--- src/design/button_double_tap_hold_detector_core_macros.svh ---
// Assertion macros for the button tap/hold detector.
// Needs clk and arst_n in the scope of each use; empty when SYNTHESIS is set.
`ifndef BUTTON_DOUBLE_TAP_HOLD_DETECTOR_CORE_MACROS_SVH
`define BUTTON_DOUBLE_TAP_HOLD_DETECTOR_CORE_MACROS_SVH
`ifndef SYNTHESIS
`define BDTH_ASSERT_IMP(lbl, ante, cons) \
	lbl: assert property (@(posedge clk) disable iff (!arst_n) (ante) |-> (cons)) \
		else $error("bdth: same-cycle check failed");
`define BDTH_ASSERT_NXT(lbl, ante, cons) \
	lbl: assert property (@(posedge clk) disable iff (!arst_n) (ante) |=> (cons)) \
		else $error("bdth: next-cycle check failed");
`else
`define BDTH_ASSERT_IMP(lbl, ante, cons)
`define BDTH_ASSERT_NXT(lbl, ante, cons)
`endif
`endif

--- src/design/bdth_pkg.sv ---
// Shared types and constants for the button tap/hold detector.
// No dependencies.
package bdth_pkg;

	localparam int CFG_IDX_W = 8;
	localparam int CFG_DATA_W = 16;

	localparam logic [CFG_IDX_W-1:0] REG_SHORT_PRESS = 8'd0;
	localparam logic [CFG_IDX_W-1:0] REG_DTAP_WINDOW = 8'd1;
	localparam logic [CFG_IDX_W-1:0] REG_HOLD = 8'd2;

	localparam logic [15:0] SHORT_PRESS_RST = 16'd400;
	localparam logic [15:0] DTAP_WINDOW_RST = 16'd600;
	localparam logic [15:0] HOLD_RST = 16'd10000;

	// ceil(2^26 / 1000): exact quotient for all 16-bit dividends
	localparam logic [16:0] SEC_RECIP = 17'd67109;
	localparam int SEC_SHIFT = 26;

	typedef struct packed {
		logic [15:0] short_tap_ms;
		logic [15:0] tap_window_ms;
		logic [15:0] hold_ms;
	} cfg_t;

	// first member lands in the top bits, so double_tap_seen is bit 0
	typedef struct packed {
		logic [6:0] seconds_left;
		logic ap_mode_hold;
		logic holding;
		logic factory_reset;
		logic start_ap;
		logic double_tap_seen;
	} res_t;

endpackage

--- src/design/button_double_tap_hold_detector_core.sv ---
// Stages: input register, decision logic, result register.
// Throughput: one poll per cycle unless m_tready stalls the result register.
// While a result waits on m_tready the input register takes one more poll, then stalls.
// Reset (arst_n low, asynchronous) clears press and tap state, empties both
// registers and returns the configuration to 400 / 600 / 10000 ms.
// Depends on bdth_pkg, bdth_cfg_regs and bdth_tracker.
module button_double_tap_hold_detector_core
	import bdth_pkg::*;
(
	input  logic                  clk,
	input  logic                  arst_n,
	input  logic                  s_tvalid,
	output logic                  s_tready,
	input  logic [39:0]           s_tdata,  // button_down, now_ms[31:0], pad
	output logic                  m_tvalid,
	input  logic                  m_tready,
	output logic [15:0]           m_tdata,  // double_tap_seen, start_ap, factory_reset,
	                                        // holding, ap_mode_hold, seconds_left[6:0], pad
	input  logic                  cfg_valid,
	output logic                  cfg_ready,
	input  logic [CFG_IDX_W-1:0]  cfg_index,
	input  logic [CFG_DATA_W-1:0] cfg_data
);

	cfg_t        cfg;
	res_t        res;
	res_t        res_q;
	logic        out_valid_q;
	logic        valid_s1;
	logic        button_s1;
	logic [31:0] now_s1;
	logic        advance;
	logic        in_xfer;

	assign advance = valid_s1 && (!out_valid_q || m_tready);
	assign s_tready = !valid_s1 || advance;
	assign in_xfer = s_tvalid && s_tready;
	assign m_tvalid = out_valid_q;
	assign m_tdata = {4'b0, res_q};

	bdth_cfg_regs u_cfg (
		.clk       (clk),
		.arst_n    (arst_n),
		.cfg_valid (cfg_valid),
		.cfg_ready (cfg_ready),
		.cfg_index (cfg_index),
		.cfg_data  (cfg_data),
		.cfg       (cfg)
	);

	bdth_tracker u_tracker (
		.clk         (clk),
		.arst_n      (arst_n),
		.step        (advance),
		.button_down (button_s1),
		.now_ms      (now_s1),
		.cfg         (cfg),
		.res         (res)
	);

	always_ff @(posedge clk or negedge arst_n) begin
		if (!arst_n) begin
			valid_s1 <= 1'b0;
			out_valid_q <= 1'b0;
		end else begin
			if (in_xfer) begin
				valid_s1 <= 1'b1;
			end else if (advance) begin
				valid_s1 <= 1'b0;
			end
			if (advance) begin
				out_valid_q <= 1'b1;
			end else if (m_tready) begin
				out_valid_q <= 1'b0;
			end
		end
	end

	always_ff @(posedge clk) begin
		if (in_xfer) begin
			button_s1 <= s_tdata[0];
			now_s1 <= s_tdata[32:1];
		end
		if (advance) begin
			res_q <= res;
		end
	end

endmodule

--- src/design/bdth_sec_div.sv ---
// Whole seconds from a 16-bit millisecond count, by reciprocal multiply.
// Depends on bdth_pkg.
module bdth_sec_div
	import bdth_pkg::*;
(
	input  logic [15:0] ms,
	output logic [6:0]  secs
);

	logic [32:0] prod;

	assign prod = {17'b0, ms} * {16'b0, SEC_RECIP};
	assign secs = prod[SEC_SHIFT+6:SEC_SHIFT];

endmodule

--- src/design/bdth_cfg_regs.sv ---
// Configuration registers: short tap limit, double-tap window, hold time.
// Depends on bdth_pkg.
module bdth_cfg_regs
	import bdth_pkg::*;
(
	input  logic                  clk,
	input  logic                  arst_n,
	input  logic                  cfg_valid,
	output logic                  cfg_ready,
	input  logic [CFG_IDX_W-1:0]  cfg_index,
	input  logic [CFG_DATA_W-1:0] cfg_data,
	output cfg_t                  cfg
);

	cfg_t cfg_q;

	assign cfg_ready = 1'b1;
	assign cfg = cfg_q;

	always_ff @(posedge clk or negedge arst_n) begin
		if (!arst_n) begin
			cfg_q.short_tap_ms <= SHORT_PRESS_RST;
			cfg_q.tap_window_ms <= DTAP_WINDOW_RST;
			cfg_q.hold_ms <= HOLD_RST;
		end else if (cfg_valid) begin
			unique case (cfg_index)
				REG_SHORT_PRESS: cfg_q.short_tap_ms <= cfg_data;
				REG_DTAP_WINDOW: cfg_q.tap_window_ms <= cfg_data;
				REG_HOLD:        cfg_q.hold_ms <= cfg_data;
				default: ;
			endcase
		end
	end

endmodule

--- src/design/bdth_tracker.sv ---
// Press/tap state and the per-poll decision logic.
// Depends on bdth_pkg, bdth_sec_div and the assertion macro header.
`include "button_double_tap_hold_detector_core_macros.svh"
module bdth_tracker
	import bdth_pkg::*;
(
	input  logic        clk,
	input  logic        arst_n,
	input  logic        step,
	input  logic        button_down,
	input  logic [31:0] now_ms,
	input  cfg_t        cfg,
	output res_t        res
);

	logic        pressed_q;
	logic [31:0] press_start_q;
	logic        tap_q;
	logic [31:0] first_tap_q;
	logic        ap_hold_q;

	logic        pressed_d;
	logic [31:0] press_start_d;
	logic        tap_d;
	logic [31:0] first_tap_d;
	logic        ap_hold_d;

	logic [31:0] held;
	logic [31:0] tap_age;
	logic        tap_live;
	logic        press_edge;
	logic        hold_reached;
	logic        short_release;
	logic [15:0] remain_ms;
	logic [6:0]  secs;

	assign held = now_ms - press_start_q;
	assign tap_age = now_ms - first_tap_q;
	assign tap_live = tap_q && !(!tap_age[31] && (tap_age > {16'b0, cfg.tap_window_ms}));
	assign press_edge = button_down && !pressed_q;
	assign hold_reached = held >= {16'b0, cfg.hold_ms};
	assign short_release = held < {16'b0, cfg.short_tap_ms};
	assign remain_ms = press_edge ? cfg.hold_ms : (cfg.hold_ms - held[15:0]);

	bdth_sec_div u_sec_div (
		.ms   (remain_ms),
		.secs (secs)
	);

	always_comb begin
		pressed_d = pressed_q;
		press_start_d = press_start_q;
		tap_d = tap_live;
		first_tap_d = first_tap_q;
		ap_hold_d = ap_hold_q;
		res = '0;
		if (press_edge) begin
			pressed_d = 1'b1;
			press_start_d = now_ms;
			ap_hold_d = tap_live;
			res.double_tap_seen = tap_live;
		end else if (button_down && pressed_q) begin
			if (hold_reached) begin
				if (ap_hold_q) begin
					res.start_ap = 1'b1;
					ap_hold_d = 1'b0;
					pressed_d = 1'b0;
				end else begin
					res.factory_reset = 1'b1;
				end
				tap_d = 1'b0;
			end
		end else if (pressed_q) begin
			// release
			if (short_release && !tap_live) begin
				tap_d = 1'b1;
				first_tap_d = now_ms;
			end else begin
				tap_d = 1'b0;
				ap_hold_d = 1'b0;
			end
			pressed_d = 1'b0;
		end
		res.holding = pressed_d;
		res.ap_mode_hold = pressed_d && ap_hold_d;
		res.seconds_left = (pressed_d && (press_edge || !hold_reached)) ? secs : 7'd0;
	end

	always_ff @(posedge clk or negedge arst_n) begin
		if (!arst_n) begin
			pressed_q <= 1'b0;
			press_start_q <= '0;
			tap_q <= 1'b0;
			first_tap_q <= '0;
			ap_hold_q <= 1'b0;
		end else if (step) begin
			pressed_q <= pressed_d;
			press_start_q <= press_start_d;
			tap_q <= tap_d;
			first_tap_q <= first_tap_d;
			ap_hold_q <= ap_hold_d;
		end
	end

	`BDTH_ASSERT_IMP(a_one_event, step, $onehot0({res.double_tap_seen, res.start_ap, res.factory_reset}))
	`BDTH_ASSERT_NXT(a_ap_ends_press, step && res.start_ap, !pressed_q && !ap_hold_q)
	`BDTH_ASSERT_NXT(a_dtap_arms, step && res.double_tap_seen, pressed_q && ap_hold_q)

endmodule
--- config.mk ---
export PLATFORM = sky130hd
export DESIGN_NAME = button_double_tap_hold_detector_core
export DESIGN_NICKNAME = d
export VERILOG_FILES = /design/src/design/bdth_pkg.sv /design/src/design/button_double_tap_hold_detector_core.sv /design/src/design/bdth_sec_div.sv /design/src/design/bdth_cfg_regs.sv /design/src/design/bdth_tracker.sv
export VERILOG_INCLUDE_DIRS = /design/src /design/src/design
export SDC_FILE = /design/constraint.sdc
export NUM_CORES = 1
export LEC_CHECK = 0
export ABC_AREA = 0
export BUFFER_PORTS_ARGS = -buffer_cell sky130_fd_sc_hd__buf_2
export CAP_MARGIN = 10
export CORE_AREA = 2 2 228 230
export CTS_CLUSTER_SIZE = 24
export DETAILED_ROUTE_END_ITERATION = 12
export DIE_AREA = 0 0 230 232
export GPL_TIMING_DRIVEN = 0
export SLEW_MARGIN = 40
export SYNTH_ARGS = -nofsm -noshare
export SYNTH_HDL_FRONTEND = slang
export SYNTH_SLANG_ARGS = --single-unit
--- constraint.sdc ---
create_clock -name clk -period 21.4 [get_ports clk]
set_input_delay 4.28 -clock clk [delete_from_list [all_inputs] [get_ports clk]]
set_output_delay 4.28 -clock clk [all_outputs]
set_load 0.005 [all_outputs]
==> results of run 1 <==
kinds of logic (layout without fill, tap and decap cells):
kind of cell	after synthesis	in the layout	synth area share (%)
compound gates	338	338	15.5
simple gates	307	307	10.3
fa+ha+maj	296	296	26.6
buf+inv	277	386	7.38
flops	162	162	28.4
mux	109	109	8.84
xor+xnor	52	52	3.01
other cells	2	7	0.0497
layer usage:
layer / GRT usage (%) / part of all wire (%) / up-vias
met2: 22.8 / 48 / 168
met4: 5.26 / 2.6 / 0
met1: 16.6 / 47 / 5257
met3: 2.14 / 2.5 / 45
li1: - / - / 5629
met5: 0 / 0 / -
worst paths after layout:
| path | to | slack, ns |
|---|---|---|
| worst max-delay path | m_tdata[10] | 11.87 |
| min in group asynchronous | m_tvalid | 3.72 |
| worst min-delay path | m_tvalid | 0.50 |
| max in group asynchronous | u_cfg.cfg[4] | 16.96 |
| worst max register to register | m_tdata[10] | 11.87 |
| worst min register to register | m_tvalid | 0.50 |
registers in the layout, summed over array words and instances, names as in the netlist, 12 cells and up:
signal and count:
m_tdata 12, u_tracker.press_start_q 32, u_cfg.cfg 48, u_tracker.first_tap_q 32, now_s1 32
synthesized netlist by cell type (all sizes together), types with 8 or more instances:
master / n / area [um^2]
ha: 254 / 3180
inv: 238 / 893
dfrtp: 105 / 2630
mux2: 99 / 1220
nand2: 81 / 304
a21oi: 78 / 390
nor2: 75 / 282
o21ai: 68 / 344
a21o: 59 / 444
edfxtp: 45 / 1350
fa: 42 / 841
xnor2: 30 / 263
nand3: 26 / 148
nor3: 26 / 135
clkbuf: 24 / 91.3
xor2: 22 / 193
nand4: 18 / 113
o21a: 18 / 143
nand2b: 16 / 100
buf: 15 / 130
o211ai: 13 / 97.6
and3: 12 / 75.1
dfstp: 12 / 315
a31oi: 11 / 81.3
o31ai: 11 / 96.3
a21boi: 10 / 75.1
mux2i: 9 / 90.1
a211o: 8 / 70.1
a211oi: 8 / 82.6
nor2b: 8 / 50.1
or3: 8 / 55.1
through the flow:
stage	hold WS [ns]	worst slack, ns
finish	0.496	11.87
global route	0.515	11.18
CTS	0.503	11.80
detailed placement	0.487	11.85
global placement	0.468	12.01
floorplan	0.454	12.67
area by class of cell:
cell class              instances  area [um^2]  share of cell area [%]
well taps                     680          851                    5.00
flip-flops and latches        162         4290                    25.2
clock inverters                13          138                   0.809
diodes                          2         5.00                  0.0294
multi-input cells            1107         9740                    57.2
repair buffers                 77          440                    2.59
clock buffers                  19          433                    2.54
plain buffers                  39          221                    1.30
inverters                     238          893                    5.25
==> impl_metrics.ini, run 1 <==
[outcome]
status = finished, final reports clean

[setup_path]
cp-start-kind = flip-flop
cp_max_fo = 6
cp.depth = 35
setup.worst_path.end_class = flip-flop
critical_path_arrival_ns = 9.74
path_class = reg -> reg
worstPathRequired_ns = 21.61
r2r_cells = 35
max_stage_delay_ns = 0.57
crit_start = now_s1[0]
worstReg2RegStart = now_s1[0]
worstPathBufferInverterCount = 5
crit_family = adder cells
crit_slowest_cell = o41ai_1

[cts]
cts_max_path_buffers = 2
clk_pin_slew_ns = 0.06
numClockSinks = 162
cts_resized = 0
clockRootBuffer = clkbuf_16
h-tree-depth = 4
post-cts-setup-buffer-count = 0
cts_buffers = 17
cts_tree = done
holdBufCountCts = 0
clk_latency_ns = 0.47

[yosys]
synth-seq-cells = 162
synthFlopType = dfrtp_1
synth-async-reset-ratio_pct = 72.2
ys_seq_area_share_pct = 28.4
yosysUniqueCellTypes = 94
synth_edf_count = 45
synth_cells = 1543
mappedNetlistArea_um2 = 15100
yosys_warnings = 0
syn_avg_cell_area_um2 = 9.80

[detailed_routing]
first_pass_iters = 7
wl_mm = 34.0
vias = 11100
drtAntennaViolNets = 0
drc_errors = 0
drt_iter0_drc = 612
viasPerCell = 4.75
post_drt_wl_per_cell_um = 14.5

[place]
place_area_um2 = 16400
dp.cells = 2303
place.port_buffers = 75
place_hpwl_mm = 28.1
finalWeightedCongestion = 0.900

[global_route]
overflow = 0
antenna_found_initial = 1
track_usage_pct = 13.3
grt_pass1_vias = 11400
grt_first_pass_wirelength_mm = 56.3
grt_max_degree = 61

[sta]
worst_pin_slew_ns = 0.807
clock.fmax_ghz = 0.105
setup_violations = 0
slew-limit-headroom_pct = 45.9
fin_crit_ns = 9.53
post-route-period-util_pct = 44.5
final.setup.tns_ns = 0
maxSlewViolCount = 0
hold_viol = 0
skew_ns = 0.00803
rsz0062_at_grt = false

[layout]
design_area_um2 = 17000
finalNonFillerCells = 2337
layout.nets = 2007
final_cell_mix = ha_1, inv_1, dfrtp_1
final_common_cell = ha_1
post-route-util_pct = 33.4
drive_above_1_share_pct = 16.0
fill_cells = 5168
syn_to_final_growth_pct = 12.6

[floorplan]
core-area_um2 = 50900
die_area_um2 = 53400
rows = 83
start_util_pct = 29.7
die_width_um = 230
fp.dieH_um = 232
pin_count = 88

[flow_run]
max_cap_violations = 0

[worst_hold_path]
min_from = valid_s1
min_path_cells = 1
hold_path.class = reg -> reg
Power of run 1 is not shown: default switching activity piles up to over one toggle a cycle in this logic, so the estimate is an artifact.
==> run 2, diff against run 1 <==
==> constraint.sdc (replaced) <==
create_clock -name clk -period 8.7 [get_ports clk]
set_input_delay 1.74 -clock clk [delete_from_list [all_inputs] [get_ports clk]]
set_output_delay 1.74 -clock clk [all_outputs]
set_load 0.005 [all_outputs]
==> impl_metrics.ini, run 2 (synthesized netlist as in run 1, its figures left out) <==
[detailed_routing]
viasPerCell = 4.76
vias = 11300
drtAntennaViolNets = 0
drc_errors = 0
met3_length_um = 808
post_drt_wl_per_cell_um = 14.7
drt-met1-wl_mm = 16.3
wl_mm = 34.7
dr.max_layer_used = met4
wl_met2_mm = 16.8
first_pass_iters = 6
drt_iter0_drc = 592

[layout]
largest_reg_flops = 48
final_cell_mix = ha_1, inv_1, dfrtp_1
post-route-util_pct = 34.5
syn_to_final_growth_pct = 16.3
layout.nets = 2038
final_common_cell = ha_1
multi_input_area_um2 = 10100
area.sequential_um2 = 4290
drive_above_1_share_pct = 20.2
fill_cells = 5117

[setup_path]
cp_max_fo = 5
crit_slowest_cell = fa_2
worstPathRequired_ns = 8.91
critical_path_arrival_ns = 8.64
cp-start-kind = flip-flop
path_class = reg -> reg
crit_family = adder cells
max_stage_delay_ns = 0.56
setup.worst_path.end_class = flip-flop
worstPathBufferInverterCount = 5

[outcome]
status = finished, final reports clean

[global_route]
antenna_found_initial = 1
grt_pass1_vias = 11400
grt_max_degree = 61
overflow = 0
track_usage_pct = 13.3
grt_first_pass_wirelength_mm = 56.5

[place]
place_hpwl_mm = 28.1
place.port_buffers = 75
finalWeightedCongestion = 0.900
post-place-ws_ns = -0.846

[floorplan]
core-area_um2 = 50900
die_area_um2 = 53400
start_util_pct = 29.7
fp.dieH_um = 232
die_width_um = 230
rows = 83
pin_count = 88

[sta]
skew_ns = 0.00795
clock.fmax_ghz = 0.119
slew-limit-headroom_pct = 45.9
fin_crit_ns = 8.43
hold_viol = 0
setup_violations = 0
worst_pin_slew_ns = 0.807
hold_ws_ns = 0.496
finalWorstSetupSlack_ns = 0.265
maxSlewViolCount = 0
post-route-period-util_pct = 97.0

[cts]
cts_buffers = 17
clk_latency_ns = 0.47
clockRootBuffer = clkbuf_16
holdBufCountCts = 0
numClockSinks = 162
cts_tree = done
clk_pin_slew_ns = 0.06
h-tree-depth = 4
cts_max_path_buffers = 2

[flow_run]
max_cap_violations = 0

[worst_hold_path]
hold_path.class = reg -> reg
==> run 2: path summary, 6_finish.rpt <==
| kind | startpoint | cells past startpoint | end | slack, ns |
|---|---|---|---|---|
| max | now_s1[0] | 37 | m_tdata[10] | 0.27 |
| min | valid_s1 | 1 | m_tvalid | 0.50 |
| max reg2reg | now_s1[0] | 37 | m_tdata[10] | 0.27 |
| min reg2reg | valid_s1 | 1 | m_tvalid | 0.50 |
| max in group asynchronous | arst_n | 2 | u_cfg.cfg[4] | 6.80 |
| min in group asynchronous | arst_n | 1 | m_tvalid | 1.18 |
==> run 2: routing by layer <==
layer,vias to the layer above,track usage (%)
met5,-,0
met4,0,5.22
met3,44,2.14
met2,154,22.9
met1,5374,16.7
li1,5697,-
==> run 2: cell type report <==
class | instances | area share [%]
well taps | 680 | 4.84
clock buffers | 19 | 2.46
flip-flops and latches | 162 | 24.4
repair buffers | 108 | 3.83
diodes | 2 | 0.0285
plain buffers | 39 | 1.26
multi-input cells | 1107 | 57.3
clock inverters | 13 | 0.783
inverters | 238 | 5.08
==> run 2: stage by stage <==
stage | cell area (um^2) | TNS (ns) | cells
final | 17600 | 0 | 2368
after CTS | 17200 | 0 | 2338
after detailed placement | 16400 | -2.94 | 2303
after global routing | 17600 | -0.0788 | 2367
after global placement | 16400 | -1.90 | 2301
after floorplan | 15100 | 0 | 1546
==> run 2: what timing repair did <==
| action | CTS | global route |
|---|---|---|
| setup buffers | 3 | 28 |
| gates resized for setup | 26 | 42 |
| pin swaps | 9 | 34 |
| endpoints found under the setup margin | 7 | 7 |
Power of run 2 is left out for the same reason.
==> run 3, diff against run 2 <==
--- a/config.mk
+++ b/config.mk
@@ -10,6 +10,7 @@
 export BUFFER_PORTS_ARGS = -buffer_cell sky130_fd_sc_hd__buf_2
 export CAP_MARGIN = 10
 export CORE_AREA = 2 2 228 230
+export CTS_CLUSTER_DIAMETER = 40
 export CTS_CLUSTER_SIZE = 24
 export DETAILED_ROUTE_END_ITERATION = 12
 export DIE_AREA = 0 0 230 232
==> constraint.sdc (replaced) <==
create_clock -name clk -period 8.7 [get_ports clk]
set_input_delay 0.435 -clock clk [delete_from_list [all_inputs] [get_ports clk]]
set_output_delay 0.435 -clock clk [all_outputs]
set_load 0.005 [all_outputs]
==> impl_metrics.ini, run 3 (synthesized netlist as in run 1, its figures left out) <==
[place]
dp.cells = 2303
finalWeightedCongestion = 0.900
post-place-ws_ns = -0.846
place.port_buffers = 75
place_hpwl_mm = 28.1

[global_route]
track_usage_pct = 13.3
grt_pass1_vias = 11400
overflow = 0
grt_first_pass_wirelength_mm = 56.6
grt_max_degree = 61
antenna_found_initial = 1

[cts]
cts_tree = done
clk_pin_slew_ns = 0.07
clk_latency_ns = 0.47
numClockSinks = 162
clockRootBuffer = clkbuf_16
h-tree-depth = 4
cts_buffers = 17
cts_max_path_buffers = 2

[setup_path]
worstPathRequired_ns = 8.91
critical_path_arrival_ns = 8.64
worstPathBufferInverterCount = 5
crit_start = now_s1[0]
cp-start-kind = flip-flop
cp_max_fo = 5
r2r_cells = 37
crit_family = adder cells
cp.depth = 37
setup.worst_path.end_class = flip-flop
path_class = reg -> reg
crit_slowest_cell = fa_2
worstReg2RegEnd = m_tdata[10]
worstReg2RegStart = now_s1[0]
r2r_setup_slack_ns = 0.27
max_stage_delay_ns = 0.56

[detailed_routing]
drc_errors = 0
drt_iter0_drc = 583
post_drt_wl_per_cell_um = 14.7
vias = 11300
wl_mm = 34.7
drtAntennaViolNets = 0
first_pass_iters = 5
viasPerCell = 4.76

[layout]
drive_above_1_share_pct = 20.2
final_common_cell = ha_1
finalNonFillerCells = 2369
post-route-util_pct = 34.6
layout.nets = 2039
final_cell_mix = ha_1, inv_1, dfrtp_1
largest_reg_flops = 48
syn_to_final_growth_pct = 16.4

[sta]
setup_violations = 0
skew_ns = 0.00796
fin_crit_ns = 8.43
maxSlewViolCount = 0
clock.fmax_ghz = 0.119
hold_ws_ns = 0.135
finalWorstSetupSlack_ns = 0.266
worst_pin_slew_ns = 0.808
slew-limit-headroom_pct = 45.8
post-route-period-util_pct = 96.9
hold_viol = 0

[floorplan]
core-area_um2 = 50900
die_area_um2 = 53400
start_util_pct = 29.7
fp.dieH_um = 232
die_width_um = 230
pin_count = 88
rows = 83

[flow_run]
max_cap_violations = 0

[worst_hold_path]
min_to = now_s1[15]
hold_path.class = in -> reg
min_path_cells = 1
min_from = s_tdata[16]

[outcome]
status = finished, final reports clean
## run 3: cell types whose count changed in the layout (fill, tap and decap cells not counted)
cell           before  now
dlygate4sd3_1       0    1
## run 3: through the flow
stage               instance area, um^2  TNS, ns
floorplan                         15100        0
global placement                  16400    -1.90
detailed placement                16400    -2.94
CTS                               17200        0
global route                      17600  -0.0788
finish                            17600        0
## run 3: worst max-delay path by stage
stage / end / slack [ns]
floorplan: m_tdata[10] / 0.41
finish: m_tdata[10] / 0.27
CTS: m_tdata[10] / 0.04
detailed placement: m_tdata[10] / -0.85
global placement: m_tdata[10] / -0.69
global route: m_tdata[10] / -0.08
## run 3: area by class of cell
cell class | instances | area (um^2)
fillers | 5116 | 33300
multi-input cells | 1107 | 10100
flip-flops and latches | 162 | 4290
inverters | 238 | 893
well taps | 680 | 851
repair buffers | 109 | 683
clock buffers | 19 | 433
plain buffers | 39 | 221
clock inverters | 13 | 138
diodes | 2 | 5.00
## run 3: repair_timing
item,CTS,global route
buffers inserted,3,28
pin swaps,9,34
endpoints found under the hold margin,57,0
resized for setup,26,42
hold buffers,1,0
gates cloned,0,0
setup endpoints to repair,7,7
## run 3: per-layer routing
layer  wire (um)  vias up  global-route usage, %
li1            -     5695                      -
met2       16800      180                   22.9
met5           0        -                      0
met3         918       45                   2.14
met1       16200     5367                   16.7
met4         879        0                   5.22
Power of run 3 is left out for the same reason.
